File: config.mk
export PLATFORM = sky130hd
export DESIGN_NAME = pect_ram
export DESIGN_NICKNAME = d
export VERILOG_FILES = /design/src/hdl/page_event_coalescing_table_macros.svh /design/src/hdl/pect_ram.sv
export SDC_FILE = /design/constraint.sdc
export NUM_CORES = 1
export LEC_CHECK = 0
export BUFFER_PORTS_ARGS = -buffer_cell sky130_fd_sc_hd__buf_2
export CORE_UTILIZATION = 40
export DETAILED_ROUTE_END_ITERATION = 10
export PLACE_DENSITY = 0.6
export SLEW_MARGIN = 20
export SYNTH_ARGS = -nofsm -noshare
export SYNTH_HDL_FRONTEND = slang
export SYNTH_SLANG_ARGS = --single-unit
File: constraint.sdc
create_clock -name i_clk -period 2 [get_ports i_clk]
set_input_delay 0.2 -clock i_clk [delete_from_list [all_inputs] [get_ports i_clk]]
set_output_delay 0.2 -clock i_clk [all_outputs]
set_load 0.03 [all_outputs]
File: src/hdl/page_event_coalescing_table_macros.svh
// assertion macros for the page event coalescing table
`ifndef PAGE_EVENT_COALESCING_TABLE_MACROS_SVH
`define PAGE_EVENT_COALESCING_TABLE_MACROS_SVH
`ifndef SYNTH
`define PECT_ASSERT(label, clk, rst_n, prop, msg) \
    label: assert property (@(posedge clk) disable iff (!rst_n) (prop)) else $error(msg);
`define PECT_ASSERT_NORST(label, clk, prop, msg) \
    label: assert property (@(posedge clk) (prop)) else $error(msg);
`else
`define PECT_ASSERT(label, clk, rst_n, prop, msg)
`define PECT_ASSERT_NORST(label, clk, prop, msg)
`endif
`endif

File: src/hdl/pect_ram.sv
`default_nettype none
module pect_ram #(
    parameter int WIDTH = 8,
    parameter int DEPTH = 64
) (
    input  wire logic                     i_clk,
    input  wire logic                     i_we,
    input  wire logic [$clog2(DEPTH)-1:0] i_waddr,
    input  wire logic [WIDTH-1:0]         i_wdata,
    input  wire logic [$clog2(DEPTH)-1:0] i_raddr,
    output logic [WIDTH-1:0]              o_rdata
);
    logic [WIDTH-1:0] r_mem [DEPTH];
    always_ff @(posedge i_clk) begin
        if (i_we) begin
            r_mem[i_waddr] <= i_wdata;
        end
        o_rdata <= r_mem[i_raddr];
    end
endmodule
`default_nettype wire

Yosys cells after proc, flatten, opt, wreduce, memory -nomap -nowiden. Memory sizes are Yosys's and may differ from the RTL's. A register that Yosys moved wholly into a read port is not among the register bits. Index checks and enable logic that the tools add are counted.

Multiply operators: 0. Equality and inequality tests: 0. Divide/modulo/power cells: 0. Shift-type cells: 0. Reductions and logical operators: 0. Order comparisons: 0. Multiplexer cells: 2. $add $sub $neg: 0. Bitwise operators: 0.

Operators by type and width (count): two-way mux 1 bit (2).

Memories kept: 1. Bits in latches: 0. Memory bits (writable): 512. Memory bits (read-only): 0. Bits in registers: 0. Output and inout bits: 8. Word-level logic and storage cells: 3.

Memory list: r_mem (depth 64, width 8, read ports 1, clocked after memory_dff 1, wr ports 1, line pect_ram.sv:13) `logic [WIDTH-1:0] r_mem [DEPTH];`.

Longest topological paths before layout. Gate-level depths: netlist of the first run.

Depth in word-level cells: 2. Depth in mapped cells: 9.

Worst setup path before layout of the first run. OpenSTA, ideal clock, no wires.

Path type: input to register. Start: in i_raddr[1]. End: reg o_rdata[3], read port of r_mem. Setup slack: 0.132 ns. Arrival time: 1.740 ns. Cell stages on the path: 7. Setup time: 0.128 ns. Data required time: 1.872 ns. Path through: buf_4 -> buf_2 -> buf_2 -> mux4_2 -> mux4_2 -> o21ai_1 -> o41ai_1.

RTL lines: from (decl) (line pect_ram.sv:10) `input wire logic [$clog2(DEPTH)-1:0] i_raddr,`; to (decl) (line pect_ram.sv:11) `output logic [WIDTH-1:0] o_rdata`.

==> results of run 1 <==
==> final cells by class <==
type | instances | area [um^2]
fillers | 4043 | 25390
multi-input cells | 369 | 4344
flip-flops and latches | 520 | 15530
well taps | 664 | 830.8
repair buffers | 198 | 1665
clock inverters | 32 | 237.7
clock buffers | 61 | 1356
==> metrics by stage <==
| step | cells | setup TNS, ns |
|---|---|---|
| floorplan | 940 | 0 |
| global placement | 1751 | -1.815 |
| detailed placement | 1751 | -1.755 |
| global route | 1844 | -0.02132 |
| finish | 1844 | 0 |
| CTS | 1844 | 0 |
==> cell families after synthesis <==
| family | after synthesis | synth area share [%] |
|---|---|---|
| flip-flops | 520 | 77.03 |
| multiplexers | 162 | 15.94 |
| AND/OR/NAND/NOR | 153 | 3.387 |
| AO/OA/AOI/OAI | 54 | 2.072 |
| buffers and inverters | 51 | 1.570 |
==> registers in the layout (all words and copies together) (netlist names) <==
name and count:
o_rdata 8, r_mem 512
==> where the power goes <==
part	internal, mW	leakage (nW)	switching (mW)
Combinational	0.570	2.34	0.765
Clock	5.31	0.786	3.91
Sequential	12.1	4.67	0.0409
==> worst max-delay path, delay by kind of cell (launching register included) <==
family          cells  cell delay [ns]
buf+inv             1             0.14
compound gates      2             0.37
simple gates        1             0.23
mux                 2             0.72
flops               1             0.37
==> placed cells by master, fill, tap and decap left out, types with 3 or more instances in the layout <==
cell	netlist	layout
nand3_1	13	13
nor2_1	83	81
buf_4	13	152
a21oi_1	3	3
bufinv_16	0	4
clkinv_1	0	18
nand2b_1	7	7
a211oi_1	4	4
o221ai_1	8	8
edfxtp_1	512	512
nor3_1	7	5
o2111ai_1	3	3
a221oi_1	6	6
nor2b_1	14	14
mux2_2	13	13
mux2i_1	23	23
dfxtp_1	8	8
clkbuf_16	0	53
clkinv_2	0	10
a22oi_1	3	3
buf_12	2	19
buf_2	11	26
nand3b_1	3	3
clkbuf_1	17	8
o2bb2ai_1	3	3
nand2_1	19	19
mux4_2	126	126
o22ai_1	8	8
==> path summary, 6_finish.rpt <==
| check | to | slack, ns | from |
|---|---|---|---|
| setup / recovery | o_rdata[6] | 0.04 | r_mem[24][6] |
| setup reg to reg | o_rdata[6] | 0.04 | r_mem[24][6] |
| hold reg to reg | o_rdata[6] | 0.84 | r_mem[31][6] |
| hold / removal | o_rdata[0] | 0.05 | i_raddr[5] |
==> routing by layer <==
layer / part of all wire (%) / wire, um / vias up
met4: 2.6 / 1217 / 6
met5: 0.077 / 36 / -
met3: 5.9 / 2775 / 77
met1: 44 / 20520 / 5300
li1: - / - / 4331
met2: 48 / 22340 / 300
==> results.py, run 1 <==
metrics = {
    "clock_network": {
        "postCtsResizedCells": 2,
        "cts_root_buf": "clkbuf_16",
        "numCtsBuffers": 51,
        "cts_setup_buffers": 0,
        "holdBufCountCts": 0,
        "cts_buffer_depth": 3,
        "cts.sinks": 520,
        "htreeDepth": 2,
        "tritoncts": "built",
        "clk_pin_slew_ns": 0.06,
        "clock_latency_ns": 0.59,
    },
    "logic_synthesis": {
        "syn_inst": 940,
        "synth.largest_area_cell": "edfxtp_1",
        "synth_nets": 962,
        "yosysUniqueCellTypes": 40,
        "syn_area_um2": 20170,
        "synth_most_common_cell": "edfxtp_1",
        "ys_ff_latch": 520,
        "synthFlopType": "edfxtp_1",
        "syn_avg_cell_area_um2": 21.45,
        "synth_edf_count": 512,
        "ys_seq_area_share_pct": 77.03,
        "ys_warn_count": 0,
        "synth-async-reset-ratio_pct": 0,
        "synth_top_area_share_pct": 76.24,
        "netlist_top_cells_area": "edfxtp_1 76%, mux4_2 14%, nor2_1 1.5%",
        "netlist_top_cells_count": "512 x edfxtp_1, 126 x mux4_2, 83 x nor2_1, 23 x mux2i_1, 19 x nand2_1",
    },
    "routing": {
        "drtPass1Iterations": 5,
        "antenna_left": 0,
        "drc": 0,
        "drtIter0Drc": 1040,
        "drt-total-wl_mm": 46.90,
        "avgViaCountPerCell": 5.431,
        "vias": 10010,
        "wl_per_cell_um": 25.43,
    },
    "placed_design": {
        "place.gp.congestion": 0.8234,
        "place_area_um2": 22350,
        "dp_hpwl_mm": 30.21,
        "port_buffers": 29,
        "place_ws_ns": -0.2992,
    },
    "setup_path": {
        "cp.arrival_ns": 2.42,
        "cp-end-kind": "register",
        "crit_chain": "mux4_2 > mux2_2 > o221a_2 > nor3_4 > buf_4 > o32ai_1",
        "critPathSlowestCell": "mux4_2",
        "cp-start-kind": "register",
        "critical_path_class": "reg -> reg",
        "critPathMaxFanout": 1,
        "rr_worst_depth": 6,
        "cp.required_ns": 2.46,
        "max_stage_delay_ns": 0.45,
    },
    "timing": {
        "finClkSkew_ns": 0.02427,
        "slew_viol_final": 0,
        "timing.final.ws_setup_ns": 0.03502,
        "finalHoldViolCount": 0,
        "fin_crit_sh_pct": 98.25,
        "setup_viol": 0,
        "fmax_mhz": 508.9,
        "tightest_slew_ns": 0.6048,
        "relSlewSlack_pct": 59.68,
        "period_minus_slack_ns": 1.965,
        "holdWs_ns": 0.04618,
    },
    "die": {
        "die_w_um": 226.5,
        "coreArea_um2": 49360,
        "die_h_um": 226.5,
        "die-area_um2": 51320,
        "rows": 81,
        "io_pins": 30,
        "start_util_pct": 40.86,
    },
    "global_routing": {
        "antenna_found_initial": 3,
        "busiest_layer": "met2",
        "grt_usage_pct": 18.96,
        "grt_pass1_vias": 10400,
        "grt_max_degree": 65,
        "met3_usage_pct": 3.382,
        "grt_util_met2_pct": 29.76,
        "grt_pass1_wl_mm": 69.16,
        "grt_overflow": 0,
        "use_met1_pct": 26.78,
    },
    "finish": {
        "design_area_um2": 23970,
        "diodes": 0,
        "nets": 1162,
        "drive_gt1_share_pct": 34.83,
        "finish.utilization_pct": 48.56,
        "syn_to_final_growth_pct": 18.85,
    },
    "min_path": {
        "holdPathStages": 3,
        "hold_path_class": "in -> reg",
    },
    "flow_run": {
        "maxCapViolCount": 0,
    },
    "pwr": {
        "vdd.ir_drop.worst_v": 0.0006371,
        "power.total_mw": 22.66,
        "power_density_nw_per_um2": 945.2,
        "leakage_nw": 7.804,
    },
    "status": {
        "status": "complete, no violations",
    },
}
Note: power is estimated with default switching activity, not from simulation.
==> run 2, diff against run 1 <==
--- a/config.mk
+++ b/config.mk
@@ -9,6 +9,7 @@
 export CORE_UTILIZATION = 40
 export DETAILED_ROUTE_END_ITERATION = 10
 export PLACE_DENSITY = 0.6
+export SETUP_SLACK_MARGIN = 0.3
 export SLEW_MARGIN = 20
 export SYNTH_ARGS = -nofsm -noshare
 export SYNTH_HDL_FRONTEND = slang
==> results.py, run 2 (same netlist as run 1, synthesis figures left out) <==
metrics = {
    "setup_path": {
        "crit_cells": 5,
        "critical_path_buf_inv_count": 1,
        "rr_worst_depth": 5,
        "rrSetupSlack_ns": 0.18,
        "critPathMaxFanout": 1,
        "cp-end-kind": "register",
        "cp-start-kind": "register",
        "crit_chain": "mux4_2 > mux2_4 > o311ai_4 > buf_4 > nand2_1",
        "max_stage_delay_ns": 0.53,
        "crit_family": "multiplexers",
        "crit_end": "o_rdata[7]",
        "critPathSlowestCell": "mux4_2",
        "r2r-start": "r_mem[2][7]",
        "timing.rr.end": "o_rdata[7]",
        "cp.arrival_ns": 2.29,
        "cp.required_ns": 2.47,
        "critical_path_class": "reg -> reg",
        "cp-startpoint": "r_mem[2][7]",
    },
    "pwr": {
        "power.share.clock_pct": 42.0,
        "power_density_nw_per_um2": 960.7,
        "vdd.ir_drop.worst_v": 0.0007299,
        "pwr-share-seq_pct": 52.2,
        "leakage_nw": 7.874,
        "comb_power_share_pct": 5.8,
        "p_int_mw": 18.42,
        "swShare_pct": 20.61,
        "power.total_mw": 23.21,
        "power_switching_mw": 4.784,
    },
    "global_routing": {
        "antenna_found_initial": 1,
        "grt_usage_pct": 18.99,
        "grt_overflow": 0,
        "grt_max_degree": 65,
        "grt_pass1_wl_mm": 69.37,
        "grt_pass1_vias": 10410,
    },
    "die": {
        "coreArea_um2": 49360,
        "die_h_um": 226.5,
        "start_util_pct": 40.86,
        "rows": 81,
        "die_w_um": 226.5,
        "io_pins": 30,
        "die-area_um2": 51320,
    },
    "clock_network": {
        "tritoncts": "built",
        "clock_latency_ns": 0.59,
        "clk_pin_slew_ns": 0.06,
        "cts_root_buf": "clkbuf_16",
        "numCtsBuffers": 53,
        "cts.sinks": 520,
        "htreeDepth": 2,
        "cts_buffer_depth": 3,
    },
    "finish": {
        "layout_common_cells": "512 x edfxtp_1, 150 x buf_4, 126 x mux4_2, 80 x nor2_1, 55 x clkbuf_16",
        "largest-register": "r_mem",
        "drive_gt1_share_pct": 35.90,
        "diodes": 0,
        "largest_register_ffs": 512,
        "design_area_um2": 24160,
        "top_regs": "r_mem (512), o_rdata (8)",
        "nets": 1162,
        "syn_to_final_growth_pct": 19.79,
        "final_common_cell": "edfxtp_1",
    },
    "flow_run": {
        "maxCapViolCount": 0,
    },
    "routing": {
        "drtPass1Iterations": 5,
        "drtIter0Drc": 914,
        "avgViaCountPerCell": 5.448,
        "antenna_left": 0,
        "vias": 10070,
        "wl_per_cell_um": 25.29,
        "drc": 0,
        "drt-total-wl_mm": 46.73,
    },
    "timing": {
        "fin_crit_sh_pct": 91.07,
        "finClkSkew_ns": 0.02179,
        "setup_viol": 0,
        "finalHoldViolCount": 0,
        "tightest_slew_ns": 0.7599,
        "fmax_mhz": 549.0,
        "relSlewSlack_pct": 49.34,
        "holdWs_ns": 0.03692,
        "tns_ns": 0,
        "slew_viol_final": 0,
        "timing.final.ws_setup_ns": 0.1786,
        "period_minus_slack_ns": 1.821,
        "rsz0062_at_grt": "yes",
    },
    "placed_design": {
        "place_area_um2": 22350,
        "place_ws_ns": -0.2207,
        "port_buffers": 29,
        "dp_hpwl_mm": 30.23,
        "place.gp.congestion": 0.8179,
    },
    "min_path": {
        "hold_path_class": "in -> reg",
    },
    "status": {
        "status": "complete, no violations",
    },
}
run 2: layout make-up:
type,count,area [um^2]
Timing Repair Buffer,196,1655
Fill cell,4054,25200
Tap cell,664,830.8
Multi-Input combinational cell,369,4412
Clock buffer,75,1481
Sequential cell,520,15530
Clock inverter,24,242.7
run 2: per-stage QoR:
stage | instances | util (%)
5_1_grt | 1848 | 48.94
2_1_floorplan | 940 | -
3_5_place_dp | 1748 | 45.28
6_report | 1848 | 48.94
4_1_cts | 1848 | 48.94
3_3_place_gp | 1748 | 45.28
run 2: worst min path at each step:
stage / slack (ns) / cells after the start / end / startpoint
CTS: -0.003 / 3 / o_rdata[0] / i_raddr[5]
finish: 0.04 / 3 / o_rdata[0] / i_raddr[5]
global route: 0.05 / 3 / o_rdata[0] / i_raddr[5]
global placement: 0.62 / 3 / o_rdata[2] / i_raddr[5]
floorplan: 0.30 / 0 / r_mem[0][0] / i_wdata[0]
detailed placement: 0.63 / 3 / o_rdata[2] / i_raddr[5]
run 2: power by group through the flow:
stage / sequential, mW / clock (mW) / combinational (mW)
finish: 12.1 / 9.75 / 1.35
global route: 12.1 / 10.3 / 1.44
CTS: 12.1 / 9.93 / 1.36
detailed placement: 12.3 / 0 / 1.33
global placement: 12.3 / 0 / 1.32
floorplan: 12.4 / 0 / 0.660
run 2: routing by layer:
layer | up-vias | GRT usage, % | part of all wire [%] | wire length (um)
met5 | - | 0 | 0 | 0
met4 | 0 | 6.255 | 2.4 | 1135
met3 | 54 | 3.071 | 7.1 | 3330
met2 | 377 | 29.72 | 47 | 22070
met1 | 5298 | 27.24 | 43 | 20190
li1 | 4338 | - | - | -
run 2: worst min-delay path: stages:
cell,delay (ns)
buf_2,0.22
nand2_1,0.10
o2bb2ai_1,0.06
run 2: repair_timing:
action / CTS / global route
endpoints found under the hold margin: 1 / 0
hold buffers: 1 / 0
pin swaps: 4 / 0
endpoints found under the setup margin: 8 / 8
buffers inserted: 0 / 0
gates resized for setup: 16 / 2
cloned: 0 / 0
